## src/design/conv2d_valid_window_defines.svh

```systemverilog
// Assertion macros shared by the front end and queue design files.
`ifndef CONV2D_VALID_WINDOW_DEFINES_SVH
`define CONV2D_VALID_WINDOW_DEFINES_SVH

// Flag any clock edge out of reset at which cond holds.
`define CVW_ASSERT_NEVER(label, cond, msg) \
	label: assert property (@(posedge clk) disable iff (!arst_n) !(cond)) else $error(msg);

// Require cons in the cycle after ante.
`define CVW_ASSERT_NEXT(label, ante, cons, msg) \
	label: assert property (@(posedge clk) disable iff (!arst_n) (ante) |=> (cons)) \
		else $error(msg);

`endif

```

## src/design/cvw_pkg.sv

```systemverilog
// Shared types and constants of the convolution window block.
package cvw_pkg;

	localparam logic OPC_WEIGHT = 1'b0;
	localparam logic OPC_PIXEL  = 1'b1;

	localparam int OUT_IDX_W = 5;
	localparam int SUM_W     = 32;
	localparam int FRAC_BITS = 8;

	localparam int QDEPTH = 4;
	localparam int QPTR_W = $clog2(QDEPTH);

	// Classification of one accepted item, made by the front end.
	typedef struct packed {
		logic                 is_pixel;
		logic                 emit;
		logic                 last;
		logic [OUT_IDX_W-1:0] out_row;
		logic [OUT_IDX_W-1:0] out_col;
	} cvw_tag_t;

endpackage

```

## src/design/cvw_queue.sv

```systemverilog
// Short queue between the front end and the back end.
`include "conv2d_valid_window_defines.svh"

module cvw_queue #(
	parameter int DATA_W = 8
) (
	input  logic              clk,
	input  logic              arst_n,
	input  logic              push,
	input  cvw_pkg::cvw_tag_t in_tag,
	input  logic [DATA_W-1:0] in_data,
	input  logic              pop,
	output cvw_pkg::cvw_tag_t out_tag,
	output logic [DATA_W-1:0] out_data,
	output logic              full,
	output logic              empty
);
	import cvw_pkg::*;

	cvw_tag_t          tag_mem  [QDEPTH];
	logic [DATA_W-1:0] data_mem [QDEPTH];
	logic [QPTR_W-1:0] wr_ptr_q;
	logic [QPTR_W-1:0] rd_ptr_q;
	logic [QPTR_W:0]   count_q;

	assign full     = (count_q == (QPTR_W + 1)'(QDEPTH));
	assign empty    = (count_q == '0);
	assign out_tag  = tag_mem[rd_ptr_q];
	assign out_data = data_mem[rd_ptr_q];

	always_ff @(posedge clk) begin
		if (push) begin
			tag_mem[wr_ptr_q]  <= in_tag;
			data_mem[wr_ptr_q] <= in_data;
		end
	end

	always_ff @(posedge clk or negedge arst_n) begin
		if (!arst_n) begin
			wr_ptr_q <= '0;
			rd_ptr_q <= '0;
			count_q  <= '0;
		end else begin
			if (push) wr_ptr_q <= wr_ptr_q + 1'b1;
			if (pop) rd_ptr_q <= rd_ptr_q + 1'b1;
			unique case ({push, pop})
				2'b10:   count_q <= count_q + 1'b1;
				2'b01:   count_q <= count_q - 1'b1;
				default: count_q <= count_q;
			endcase
		end
	end

	`CVW_ASSERT_NEVER(a_push_full, (push && full), "queue written while full")
	`CVW_ASSERT_NEVER(a_pop_empty, (pop && empty), "queue read while empty")

endmodule

```

## config.mk

```make
export PLATFORM = sky130hd
export DESIGN_NAME = cvw_queue
export DESIGN_NICKNAME = d
export VERILOG_FILES = /design/src/design/cvw_pkg.sv /design/src/design/cvw_queue.sv
export VERILOG_INCLUDE_DIRS = /design/src /design/src/design
export SDC_FILE = /design/constraint.sdc
export NUM_CORES = 1
export LEC_CHECK = 0
export BUFFER_PORTS_ARGS = -buffer_cell sky130_fd_sc_hd__buf_2
export CAP_MARGIN = 20
export CORE_UTILIZATION = 40
export DETAILED_ROUTE_END_ITERATION = 7
export GPL_ROUTABILITY_DRIVEN = 0
export GPL_TIMING_DRIVEN = 0
export MAX_ROUTING_LAYER = met4
export PLACE_DENSITY = 0.66
export SYNTH_ARGS = -nofsm -noshare
export SYNTH_HDL_FRONTEND = slang
export SYNTH_SLANG_ARGS = --single-unit
```

## constraint.sdc

```tcl
create_clock -name clk -period 2 [get_ports clk]
set_input_delay 0 -clock clk [delete_from_list [all_inputs] [get_ports clk]]
set_output_delay 0 -clock clk [all_outputs]
set_load 0.05 [all_outputs]
```

==> flow_metrics.tcl <==
set metrics [dict create \
    status "complete, no violations" \
    largest_family_of_logic_cells_by_synthesized_area "multiplexers" \
    yosysWarningCount 0 \
    clk_latency_ns 0.35 \
    track_usage 0.142 \
    drt.antenna.violating_nets 0 \
    clock_tree.buffer_depth 2 \
    netSwitchingPower_uw 2570 \
    worst-setup-path-type "reg2reg" \
    place.detailed.hpwl_um 3520 \
    routed_wire_length_per_instance_um 16.6 \
    via_count_of_the_first_global_routing_pass 1653 \
    async_flop_share 0.0769 \
    layout-drive-gt1-share 0.368 \
    critical_path.top_delay_family "simple AND/OR/NAND/NOR gates" \
    filler_cell_count 658 \
    min_path_type "in2reg" \
    final.min_clock_period_ns 1.73 \
    floorplan.io_pins 48 \
    unrepaired_setup_endpoints_after_global_routing "no" \
    timing.critical_path.slowest_stage_cell "and2_1" \
    synth_cell_types 19 \
    cts.clk_slew.worst_paths_ns 0.09 \
    grt.overflow.total 0 \
    pwr-share-comb 0.420 \
    setup_violations 0 \
    cts_buffers 9 \
    grt_max_degree 22 \
    effective_utilization_at_floorplan 0.417 \
    number_of_enable_type_register_cells_in_the_synthesized_netlist 84 \
    path_cells "inv_1 -> ha_1 -> and2_1 -> buf_8" \
    setup_total_negative_slack_ns 0 \
    finalWirelength_um 5720 \
    synthXorXnorAreaFrac 0.0152 \
    drc_marker_count_from_the_first_detailed_route_iteration 89 \
    crit_required_ns 2.06 \
    slew_viol_final 0 \
    synthToLayoutAreaGrowth_pct 25.8 \
    worst-slew-pin-transition_ns 0.640 \
    simple_gate_area_share_of_the_yosys_netlist 0.0137 \
    dpl_worst_slack_ns 0.0523 \
    placeableCoreArea_mm2 0.00830 \
    peakVddDrop_mv 0.672 \
    synthesis.nets 177 \
    fp.dieArea_mm2 0.00903 \
    vias 1648 \
    cpPeakStageDelay_ns 0.53 \
    chipHeight_um 95.1 \
    dpl_cell_area_mm2 0.00384 \
    tritoncts "done" \
    post_synth_fa_ha_maj_area_fraction 0.0238 \
    rr_startpoint "wr_ptr_q[0]" \
    hp-start "in_tag[8]" \
    post_cts_buffers 0 \
    maxcap_viol_count 0 \
    p_leak_uw 0.00158 \
    setup.worst_path.start "wr_ptr_q[0]" \
    antenna_found_initial 0 \
    path_buf_inv 2 \
    dr.pass1.iters 4 \
    pwr-share-clk 0.182 \
    final_nets 265 \
    cts_repair_resize_count 0 \
    swShare 0.389 \
    post-route-drc-count 0 \
    ys_ff_latch 91 \
    critical_path.max_fanout 11 \
    grt_pass1_wl_um 8660 \
    number_of_i_o_port_buffers 47 \
    clock_tree.root_cell "clkbuf_8" \
    std_cell_rows 33 \
    synth_mux_area_frac 0.143 \
    syn-instance-count 146 \
    timing.critical_path.to_type "register" \
    antenna_diode_count 0 \
    fin_area_mm2 0.00436 \
    synth-compound-area-share 0.00145 \
    worstSetupStartpointType "register" \
    cts_hold_buffers 26 \
    viasPerCell 4.79 \
    slew-limit-headroom 0.574 \
    worst_clock_skew_ns 0.00510 \
    final_critical_path_setup_slack_ns 0.267 \
    chipWidth_um 95.1 \
    totalPowerFinal_uw 6600 \
    final.period_utilization 0.866 \
    cts_htree_levels 3 \
    timing.fmax_mhz 577 \
    power_density_mw_per_mm2 1520 \
    netlist_area_mm2 0.00346 \
    synth.yosys.seq_area_share 0.779 \
    cellInternalPower_uw 4040 \
    cts.sinks 91 \
    worst-endpoint-arrival_ns 1.79 \
    synth_ff_type "edfxtp_1" \
    syn-mean-instance-area_um2 23.7 \
    seqPwrFrac 0.398 \
    final-hold-violation-count 0 \
]
Yosys cell counts (2+ instances only):
cell type	instances	area, um2
ha_1	5	62.6
xnor2_1	2	17.5
xor2_1	4	35.0
inv_1	6	22.5
edfxtp_1	84	2520
buf_2	2	10.0
dfrtp_1	7	175
and2_1	4	25.0
buf_12	2	40.0
mux4_1	3	78.8
mux4_2	18	405
nand2_1	2	7.51
power by group through the flow:
stage | Sequential (uW) | Clock (uW) | Combinational [uW]
floorplan | 2630 | 0 | 2160
CTS | 2640 | 1220 | 2760
finish | 2630 | 1200 | 2770
global route | 2660 | 1310 | 2950
global placement | 2660 | 0 | 2670
detailed placement | 2680 | 0 | 2730
layout make-up:
cell class	count	area, um2	share of cell area
plain buffers	5	61.3	0.0141
clock buffers	10	128	0.0293
clock inverters	6	65.1	0.0149
inverters	6	22.5	0.00517
multi-input cells	44	682	0.157
flip-flops and latches	91	2700	0.619
well taps	105	131	0.0302
repair buffers	77	568	0.130
layout by cell type, fill, tap and decap left out:
master	count
buf_12	2
inv_6	1
clkbuf_1	1
edfxtp_1	84
ha_1	5
nand2_1	2
and3_1	1
mux4_1	3
nor3_1	1
mux4_2	18
xor2_1	4
inv_1	6
mux2i_1	1
dfrtp_1	7
and2_1	4
clkbuf_8	9
nor2_1	1
clkinvlp_4	3
xnor2_1	2
buf_2	49
buf_8	3
bufinv_16	1
o21ai_0	1
dlygate4sd3_1	26
fa_1	1
buf_16	1
buf_6	1
clkinv_1	1
flip-flops by register name, summed over array words and instances (netlist names):
signal and cells:
wr_ptr_q 2, rd_ptr_q 2, data_mem 32, count_q 3
tag_mem 52
path summary, 6_finish.rpt:
check	slack, ns	to	depth (start not counted)
max	0.27	tag_mem[0][3]	4
min	0.39	tag_mem[3][8]	2
max reg2reg	0.27	tag_mem[0][3]	4
min reg2reg	0.50	count_q[2]	1
max in group asynchronous	0.60	count_q[0]	4
min in group asynchronous	0.58	wr_ptr_q[0]	3
metal layers:
layer | track usage | part of all wire | vias to the layer above
met2 | 0.223 | 0.49 | 49
met1 | 0.172 | 0.45 | 827
met3 | 0.0463 | 0.045 | 8
li1 | - | - | 764
met4 | 0.0492 | 0.0096 | 0
met5 | - | 0 | -
per-stage QoR:
step | utilization | hold slack [ns] | std cells
finish | 0.525 | 0.392 | 344
global route | 0.525 | 0.384 | 344
CTS | 0.518 | 0.382 | 341
detailed placement | 0.463 | -0.156 | 299
global placement | 0.461 | -0.154 | 298
floorplan | - | -0.296 | 146
cells by family (layout without fill, tap and decap cells):
kind of cell / Yosys count / count (layout)
DFF: 91 / 91
muxes: 22 / 22
buffers and inverters: 11 / 104
and+or+nand+nor: 9 / 9
adders and majority gates: 6 / 6
xor gates and xnor gates: 6 / 6
AOI/OAI and AO/OA: 1 / 1
worst register-to-register path, stage by stage (launching register included):
cell and delay (ns):
dfrtp_1 0.43, inv_1 0.11, ha_1 0.14, and2_1 0.53
buf_8 0.25
Note: power is estimated with default switching activity, not from simulation.
