--- config.mk ---
export PLATFORM = sky130hd
export DESIGN_NAME = cvw_front_flat
export DESIGN_NICKNAME = d
export VERILOG_FILES = /design/src/design/cvw_pkg.sv /design/src/design/cvw_in_if.sv /design/src/design/cvw_front.sv /design/src/flat_wrapper.sv
export VERILOG_INCLUDE_DIRS = /design/src /design/src/design
export SDC_FILE = /design/constraint.sdc
export NUM_CORES = 1
export LEC_CHECK = 0
export BUFFER_PORTS_ARGS = -buffer_cell sky130_fd_sc_hd__buf_2
export CORE_ASPECT_RATIO = 1.4
export CORE_MARGIN = 5
export CORE_UTILIZATION = 44
export DETAILED_ROUTE_END_ITERATION = 6
export PLACE_DENSITY = 0.87
export SYNTH_ARGS = -nofsm -noshare
export SYNTH_HDL_FRONTEND = slang
export SYNTH_SLANG_ARGS = --single-unit
--- constraint.sdc ---
create_clock -name clk -period 1.97 [get_ports clk]
set_input_delay 0.591 -clock clk [delete_from_list [all_inputs] [get_ports clk]]
set_output_delay 0.591 -clock clk [all_outputs]
set_load 0.05 [all_outputs]
--- src/design/conv2d_valid_window_defines.svh ---
// Assertion macros shared by the front end and queue design files.
`ifndef CONV2D_VALID_WINDOW_DEFINES_SVH
`define CONV2D_VALID_WINDOW_DEFINES_SVH

// Flag any clock edge out of reset at which cond holds.
`define CVW_ASSERT_NEVER(label, cond, msg) \
	label: assert property (@(posedge clk) disable iff (!arst_n) !(cond)) else $error(msg);

// Require cons in the cycle after ante.
`define CVW_ASSERT_NEXT(label, ante, cons, msg) \
	label: assert property (@(posedge clk) disable iff (!arst_n) (ante) |=> (cons)) \
		else $error(msg);

`endif

--- src/design/cvw_pkg.sv ---
// Shared types and constants of the convolution window block.
package cvw_pkg;

	localparam logic OPC_WEIGHT = 1'b0;
	localparam logic OPC_PIXEL  = 1'b1;

	localparam int OUT_IDX_W = 5;
	localparam int SUM_W     = 32;
	localparam int FRAC_BITS = 8;

	localparam int QDEPTH = 4;
	localparam int QPTR_W = $clog2(QDEPTH);

	// Classification of one accepted item, made by the front end.
	typedef struct packed {
		logic                 is_pixel;
		logic                 emit;
		logic                 last;
		logic [OUT_IDX_W-1:0] out_row;
		logic [OUT_IDX_W-1:0] out_col;
	} cvw_tag_t;

endpackage

--- src/design/cvw_in_if.sv ---
// Input channel: opcode and sample with valid/ready handshake.
interface cvw_in_if #(
	parameter int DATA_WIDTH = 16
);
	logic                         valid;
	logic                         ready;
	logic                         opcode;
	logic signed [DATA_WIDTH-1:0] sample_value;

	modport source (output valid, output opcode, output sample_value, input ready);
	modport sink   (input valid, input opcode, input sample_value, output ready);
endinterface

--- src/design/cvw_front.sv ---
// Front end: accept items, track weight slot and pixel position, tag each item.
`include "conv2d_valid_window_defines.svh"

module cvw_front #(
	parameter int KERNEL_ROWS = 5,
	parameter int KERNEL_COLS = 5,
	parameter int IMAGE_ROWS  = 32,
	parameter int IMAGE_COLS  = 32,
	parameter int DATA_WIDTH  = 16,
	localparam int KSIZE      = KERNEL_ROWS * KERNEL_COLS,
	localparam int KIDX_W     = (KSIZE > 1) ? $clog2(KSIZE) : 1,
	localparam int COL_W      = $clog2(IMAGE_COLS),
	localparam int ENT_W      = KIDX_W + COL_W + DATA_WIDTH
) (
	input  logic              clk,
	input  logic              arst_n,
	cvw_in_if.sink            sample,
	input  logic              full,
	output logic              push,
	output cvw_pkg::cvw_tag_t ent_tag,
	output logic [ENT_W-1:0]  ent_data
);
	import cvw_pkg::*;

	localparam int ROW_W = $clog2(IMAGE_ROWS);

	logic [KIDX_W-1:0] widx_q;
	logic [ROW_W-1:0]  row_q;
	logic [COL_W-1:0]  col_q;
	logic              is_pixel;
	logic              at_last_row;
	logic              at_last_col;
	logic [ROW_W-1:0]  row_off;
	logic [COL_W-1:0]  col_off;

	assign sample.ready = !full;
	assign push         = sample.valid && !full;
	assign is_pixel     = (sample.opcode == OPC_PIXEL);
	assign at_last_row  = (row_q == ROW_W'(IMAGE_ROWS - 1));
	assign at_last_col  = (col_q == COL_W'(IMAGE_COLS - 1));
	assign row_off      = row_q - ROW_W'(KERNEL_ROWS - 1);
	assign col_off      = col_q - COL_W'(KERNEL_COLS - 1);

	always_comb begin
		ent_tag.is_pixel = is_pixel;
		ent_tag.emit     = (32'(row_q) >= 32'(KERNEL_ROWS - 1)) &&
			(32'(col_q) >= 32'(KERNEL_COLS - 1));
		ent_tag.last     = at_last_row && at_last_col;
		ent_tag.out_row  = OUT_IDX_W'(row_off);
		ent_tag.out_col  = OUT_IDX_W'(col_off);
	end

	assign ent_data = {widx_q, col_q, sample.sample_value};

	always_ff @(posedge clk or negedge arst_n) begin
		if (!arst_n) begin
			widx_q <= '0;
			row_q  <= '0;
			col_q  <= '0;
		end else if (push) begin
			if (is_pixel) begin
				if (at_last_col) begin
					col_q <= '0;
					row_q <= at_last_row ? '0 : row_q + 1'b1;
				end else begin
					col_q <= col_q + 1'b1;
				end
			end else begin
				widx_q <= (widx_q == KIDX_W'(KSIZE - 1)) ? '0 : widx_q + 1'b1;
			end
		end
	end

	`CVW_ASSERT_NEXT(a_frame_wrap, (push && is_pixel && at_last_row && at_last_col), ((row_q == '0) && (col_q == '0)), "pixel position did not wrap after the last pixel of the frame")

endmodule

--- src/flat_wrapper.sv ---
// flat-port wrapper written by rule: the top's interface ports become plain ports
module cvw_front_flat import cvw_pkg::*;
#(
	parameter int KERNEL_ROWS = 5,
	parameter int KERNEL_COLS = 5,
	parameter int IMAGE_ROWS  = 32,
	parameter int IMAGE_COLS  = 32,
	parameter int DATA_WIDTH  = 16,
	localparam int KSIZE      = KERNEL_ROWS * KERNEL_COLS,
	localparam int KIDX_W     = (KSIZE > 1) ? $clog2(KSIZE) : 1,
	localparam int COL_W      = $clog2(IMAGE_COLS),
	localparam int ENT_W      = KIDX_W + COL_W + DATA_WIDTH
)
  (clk, arst_n, full, push, ent_tag, ent_data, sample_valid, sample_opcode, sample_sample_value, sample_ready);
  cvw_in_if #(.DATA_WIDTH(DATA_WIDTH)) sample_i ();
  input  logic clk;
  input  logic arst_n;
  input  logic full;
  output logic push;
  output cvw_pkg::cvw_tag_t ent_tag;
  output logic [ENT_W-1:0] ent_data;
  input wire logic [$bits(sample_i.valid)-1:0] sample_valid;
  input wire logic [$bits(sample_i.opcode)-1:0] sample_opcode;
  input wire logic [$bits(sample_i.sample_value)-1:0] sample_sample_value;
  output wire logic [$bits(sample_i.ready)-1:0] sample_ready;
  assign sample_i.valid = sample_valid;
  assign sample_i.opcode = sample_opcode;
  assign sample_i.sample_value = sample_sample_value;
  assign sample_ready = sample_i.ready;
  cvw_front #(.KERNEL_ROWS(KERNEL_ROWS), .KERNEL_COLS(KERNEL_COLS), .IMAGE_ROWS(IMAGE_ROWS), .IMAGE_COLS(IMAGE_COLS), .DATA_WIDTH(DATA_WIDTH)) u_core (.clk(clk), .arst_n(arst_n), .sample(sample_i), .full(full), .push(push), .ent_tag(ent_tag), .ent_data(ent_data));
endmodule
==> impl_metrics.ini, run 1 <==
[setup_path]
crit_chain = buf_6 -> ha_4 -> and2_4 -> ha_4 -> and2_4 -> buf_8
required_ns = 1.38
max_stage_delay_ns = 0.42
cp_slowest_cell = dfrtp_2
crit_path_max_fanout = 2
end_kind = output pin
critPathKind = reg -> out
cp.arrival_ns = 1.56
worstSetupStartpointType = flop
reg2reg_depth = 8

[min_path]
hold_path.class = in -> async

[global_routing]
antenna_found_initial = 0
grt_usage_pct = 16.38
grt_first_pass_wirelength_mm = 4.733
grt_pass1_vias = 1065
grt.overflow.total = 0
grt_max_degree = 16

[sta]
holdWs_ns = 0.2058
fin_setup_tns_ns = -0.6088
maxSlewHeadroom_pct = 77.11
clock_skew_ns = 0.002799
tightestPinTransition_ns = 0.3434
hold_viol = 0
period_needed_ns = 2.152
drv_slew = 0
post-route-period-util_pct = 109.2
worst_slack_ns = -0.1816
grt_setup_unrepaired = yes
final-setup-viol-count = 6
fmax_mhz = 464.8

[synthesis]
ys_top_cells_by_area = dfrtp_1 (33%), ha_1 (15%), buf_4 (14%)
postSynthCellCount = 119
synth_fp_nets = 154
synth_top_area_share_pct = 33.00
synth_edf_count = 0
synth_top_cell_by_area = dfrtp_1
avgSynthCellArea_um2 = 9.557
yosysWarnings = 0
synth-main-ff-cell = dfrtp_1
synth_cell_types = 28
syn_area_um2 = 1137
ys_ff_latch = 15
ys_seq_area_share_pct = 33.00
synthArstFlopShare_pct = 100.0

[final_layout]
drive_gt1_share_pct = 59.12
nets = 195
diodes = 0
area_growth_pct = 48.51

[detailed_routing]
drc = 0
final_antenna_net_count = 0
dr.pass1.iters = 4
drtIter0Drc = 17
drt_wl_total_mm = 2.817
wire_per_inst_um = 14.60
vias_per_cell = 5.088
num_vias = 982

[clock_network]
clock_tree.buffer_depth = 2
cts_sinks = 15
cts.clk_slew.worst_paths_ns = 0.08
h-tree-depth = 1
ctsHoldBuffers = 0
cts_buffers = 3
cts_tree = done
clk-insertion-delay-late_ns = 0.27
cts_root_buf = clkbuf_4

[die]
die_x_um = 52.97
rows = 21
coreArea_um2 = 2444
die-height_um = 70.16
initial_core_util_pct = 46.54
pin_count = 62
die-area_um2 = 3716

[placement]
pre_cts_ws_ns = -0.06127
port_buffers = 29
place_congestion = 0.7613
post-dp-hpwl_mm = 2.032

[power_and_ir_drop]
p_switching_mw = 1.209
ir_drop_mv = 0.9192
pwr_density_cell_nw_per_um2 = 1334
seqPwrFrac_pct = 23.5
p_leak_nw = 0.8018
p_comb_share_pct = 69.0
finalPower_mw = 2.254
switching_share_pct = 53.64
pwr-share-clk_pct = 7.5
p_int_mw = 1.045

[run_status]
status = complete, but fails checks
violations = setup timing

[job]
drv_cap = 0
## cell usage after synthesis (all sizes together), types with 3 or more instances
cell type,instances
buf,21
nand3,3
inv,15
nand2,6
o21ai,9
and2,3
dfrtp,15
mux2,4
ha,14
## per-stage QoR
| step | instance area, µm² | utilization, % | std cells |
|---|---|---|---|
| 2_1_floorplan | 1240 | - | 119 |
| 3_3_place_gp | 1420 | 58.12 | 181 |
| 3_5_place_dp | 1420 | 58.12 | 181 |
| 4_1_cts | 1670 | 68.36 | 192 |
| 5_1_grt | 1689 | 69.12 | 193 |
| 6_report | 1689 | 69.12 | 193 |
## placed cells by master (no fill, tap or decap), drive strengths merged, types with 2 or more instances in the layout
cell and n:
nand3b 2, a21o 2, ha 14, nand3 3, a2111oi 2, nand2b 2, clkinvlp 3, nand4b 2
o21ai 9, o311ai 2, buf 57, and2 3, nor3 2, nor2 2, dfrtp 15, o41ai 2
clkbuf 4, inv 12, a31oi 2, mux2 4, xor2 2, nand2 6, or4b 2
## worst paths after layout
kind                             startpoint               end  slack, ns
max in group asynchronous            arst_n   u_core.col_q[2]       1.48
hold reg to reg            u_core.widx_q[0]  u_core.widx_q[0]       0.59
hold / removal                       arst_n  u_core.widx_q[3]       0.21
setup / recovery            u_core.col_q[1]       ent_tag[10]      -0.18
setup reg to reg            u_core.row_q[0]   u_core.row_q[2]       0.01
min in group clk           u_core.widx_q[0]  u_core.widx_q[0]       0.59
## metal layers
metal | GRT usage, % | wire [µm]
met5 | 0 | 0
met4 | 6.534 | 31
met3 | 2.553 | 169
met2 | 30.25 | 1607
met1 | 17.58 | 1010
## registers in the layout (all words and copies together), names as in the netlist
register       count
u_core.col_q       5
u_core.widx_q      5
u_core.row_q       5
## kinds of logic after synthesis
family          count (synthesis)  synth area share (%)
buf+inv                        36                 18.81
fa+ha+maj                      14                 15.40
xor+xnor                        2                 1.540
flops                          15                 33.00
compound gates                 20                 11.44
mux                             4                 3.960
simple gates                   28                 15.84
## area by class of cell
class | instances | area, µm²
sequential | 15 | 384.1
timing repair buffer | 57 | 429.2
inverter | 15 | 67.56
fill | 187 | 754.5
multi-input combinational | 68 | 739.5
clock buffer | 4 | 26.28
tap | 34 | 42.54
## timing repair
| item | 4_1_cts | 5_1_grt |
|---|---|---|
| resized for setup | 38 | 5 |
| pin swaps | 10 | 3 |
| endpoints found under the setup margin | 7 | 8 |
| buffers inserted | 9 | 1 |
| gates cloned | 0 | 0 |
## worst max-delay path: cells and delay by family (launching register included)
| family | cells | cell delay (ns) |
|---|---|---|
| flip-flops | 1 | 0.42 |
| adder cells (fa/ha/maj) | 2 | 0.30 |
| AND/OR/NAND/NOR | 2 | 0.30 |
| buffers and inverters | 2 | 0.26 |
## power groups by stage
stage | logic (mW) | clock network, mW | registers, mW
after floorplan | 0.738 | 0 | 0.840
after global placement | 1.30 | 0 | 0.502
after detailed placement | 1.35 | 0 | 0.512
after CTS | 1.52 | 0.173 | 0.528
after global routing | 1.64 | 0.192 | 0.549
final | 1.56 | 0.169 | 0.529
No activity file was read; power rests on OpenSTA's default activity.
==> inputs of run 2 (changes only) <==
Clock period 1.97 ns to 2.3 ns, I/O delays scaled along.
==> run 2 against run 1 <==
Net effect:
- the run now ends clean
- die area unchanged
- clock-buffer cell count decreased by 1
- power shrank 24%
- via count down 5.7%
- core utilization down 11 points
- combinational power fell by 29%
- clock skew rose by 0.0019 ns
- wire length is 9.9% lower
- sequential power fell by 14%
- setup slack improved by 0.22 ns
- largest cell class unchanged
- highest routed layer is now met3
==> impl_metrics.ini, run 2 (synthesized netlist as in run 1, its figures left out) <==
[clock_network]
ctsHoldBuffers = 0
cts_root_buf = clkbuf_4
h-tree-depth = 1
cts.clk_slew.worst_paths_ns = 0.10
clock_tree.buffer_depth = 2
cts_sinks = 15
cts_tree = done
cts_buffers = 3
clk-insertion-delay-late_ns = 0.28

[setup_path]
cp.depth = 5
crit_family = flip-flops
crit_chain = ha_1 -> and2_1 -> ha_2 -> and2_4 -> buf_8
max_stage_delay_ns = 0.45
required_ns = 1.61
reg2reg_depth = 7
crit_path_max_fanout = 4
worstSetupStartpointType = flop
cp.arrival_ns = 1.58
cp_slowest_cell = dfrtp_2
cp_num_buf_inv = 1
end_kind = output pin
critPathKind = reg -> out

[final_layout]
multi_input_area_um2 = 639.4
final_area_um2 = 1426
fill_cells = 205
area_growth_pct = 25.41
diodes = 0
final_cell_mix = buf_2 (25), buf_4 (17), inv_1 (15)
layout_commonest_cell = buf_2
top_regs = u_core.col_q x5, u_core.row_q x5, u_core.widx_q x5
drive_gt1_share_pct = 47.95
nets = 182
register_area_um2 = 381.6

[run_status]
status = finished clean

[sta]
hold_viol = 0
tightestPinTransition_ns = 0.3656
post-route-period-util_pct = 98.51
period_needed_ns = 2.266
final-setup-viol-count = 0
fmax_mhz = 441.4
grt_setup_unrepaired = yes
clock_skew_ns = 0.004736
drv_slew = 0
maxSlewHeadroom_pct = 75.63
worst_slack_ns = 0.03430

[placement]
port_buffers = 29
placed_area_um2 = 1217
place_congestion = 0.8096
pre_cts_ws_ns = 0.1218
post-dp-hpwl_mm = 1.704

[detailed_routing]
final_antenna_net_count = 0
vias_per_cell = 5.144
num_vias = 926
drtIter0Drc = 11
drt_wl_total_mm = 2.539
wire_per_inst_um = 14.11
dr.pass1.iters = 4
drc = 0

[power_and_ir_drop]
pwr_density_cell_nw_per_um2 = 1203
p_leak_nw = 0.7295
ir_drop_mv = 0.7575

[global_routing]
antenna_found_initial = 0
grt_pass1_vias = 906
grt_usage_pct = 13.15
grt_max_degree = 16
grt_first_pass_wirelength_mm = 3.822
grt.overflow.total = 0

[min_path]
hold_path.class = in -> async

[job]
drv_cap = 0

[die]
pin_count = 62
die-area_um2 = 3716
rows = 21
die-height_um = 70.16
initial_core_util_pct = 46.54
die_x_um = 52.97
coreArea_um2 = 2444
## run 2: cell count changes in the layout (fill, tap and decap cells not counted), sizes merged
cell | previous run | this run
clkbuf | 4 | 3
clkinvlp | 3 | 0
inv | 12 | 15
buf | 57 | 44
clkinv | 0 | 1
## run 2: routing by layer
metal,GRT usage [%],wire length [µm],vias to the layer above,share of wire [%]
li1,-,-,442,-
met1,15.32,1029,441,41
met2,22.79,1382,43,54
met3,3.191,127,0,5.0
met4,4.261,0,0,0
met5,0,0,-,0
## run 2: repair_timing
item	CTS	global route
setup buffers	9	4
resized for setup	13	9
setup endpoints to repair	2	4
pin swaps	0	0
cloned	0	0
## run 2: final cells by class
cell class	count	area share, %
multi-input cells	68	44.82
flip-flops and latches	15	26.75
repair buffers	44	19.56
inverters	15	3.947
well taps	34	2.982
clock buffers	3	1.579
clock inverters	1	0.3509
## run 2: metrics by stage
stage | util [%] | TNS (ns) | hold WS (ns) | power [mW] | instances
finish | 58.37 | 0 | 0.2919 | 1.716 | 180
global route | 58.37 | -0.05279 | 0.3006 | 1.812 | 180
CTS | 55.20 | 0 | 0.2968 | 1.665 | 176
detailed placement | 49.82 | 0 | 0.5254 | 1.414 | 163
global placement | 49.82 | 0 | 0.5031 | 1.385 | 163
floorplan | - | 0 | 0.3944 | 1.288 | 119
## run 2: path summary, 6_finish.rpt
| kind | startpoint | endpoint | slack (ns) |
|---|---|---|---|
| worst min register to register | u_core.row_q[0] | u_core.row_q[0] | 0.55 |
| worst max-delay path | u_core.col_q[2] | ent_tag[10] | 0.03 |
| min in group clk | u_core.row_q[0] | u_core.row_q[0] | 0.55 |
| max in group asynchronous | arst_n | u_core.row_q[0] | 1.74 |
| worst min-delay path | arst_n | u_core.row_q[2] | 0.29 |
| worst max register to register | u_core.col_q[0] | u_core.row_q[2] | 0.31 |
## run 2: power by group
| part | internal [mW] | total [mW] | leakage (nW) | switching, mW |
|---|---|---|---|---|
| combinational | 0.344 | 1.11 | 0.528 | 0.763 |
| clock | 0.0645 | 0.153 | 0.0177 | 0.0880 |
| sequential | 0.343 | 0.456 | 0.183 | 0.114 |
| total | 0.751 | 1.72 | 0.729 | 0.964 |
## run 2: worst register-to-register path, cell delays in order (launching register included)
cell,delay (ns)
dfrtp_2,0.40
ha_2,0.20
and2_1,0.14
ha_2,0.17
buf_4,0.15
nand4b_2,0.22
or4b_1,0.53
o311ai_1,0.09
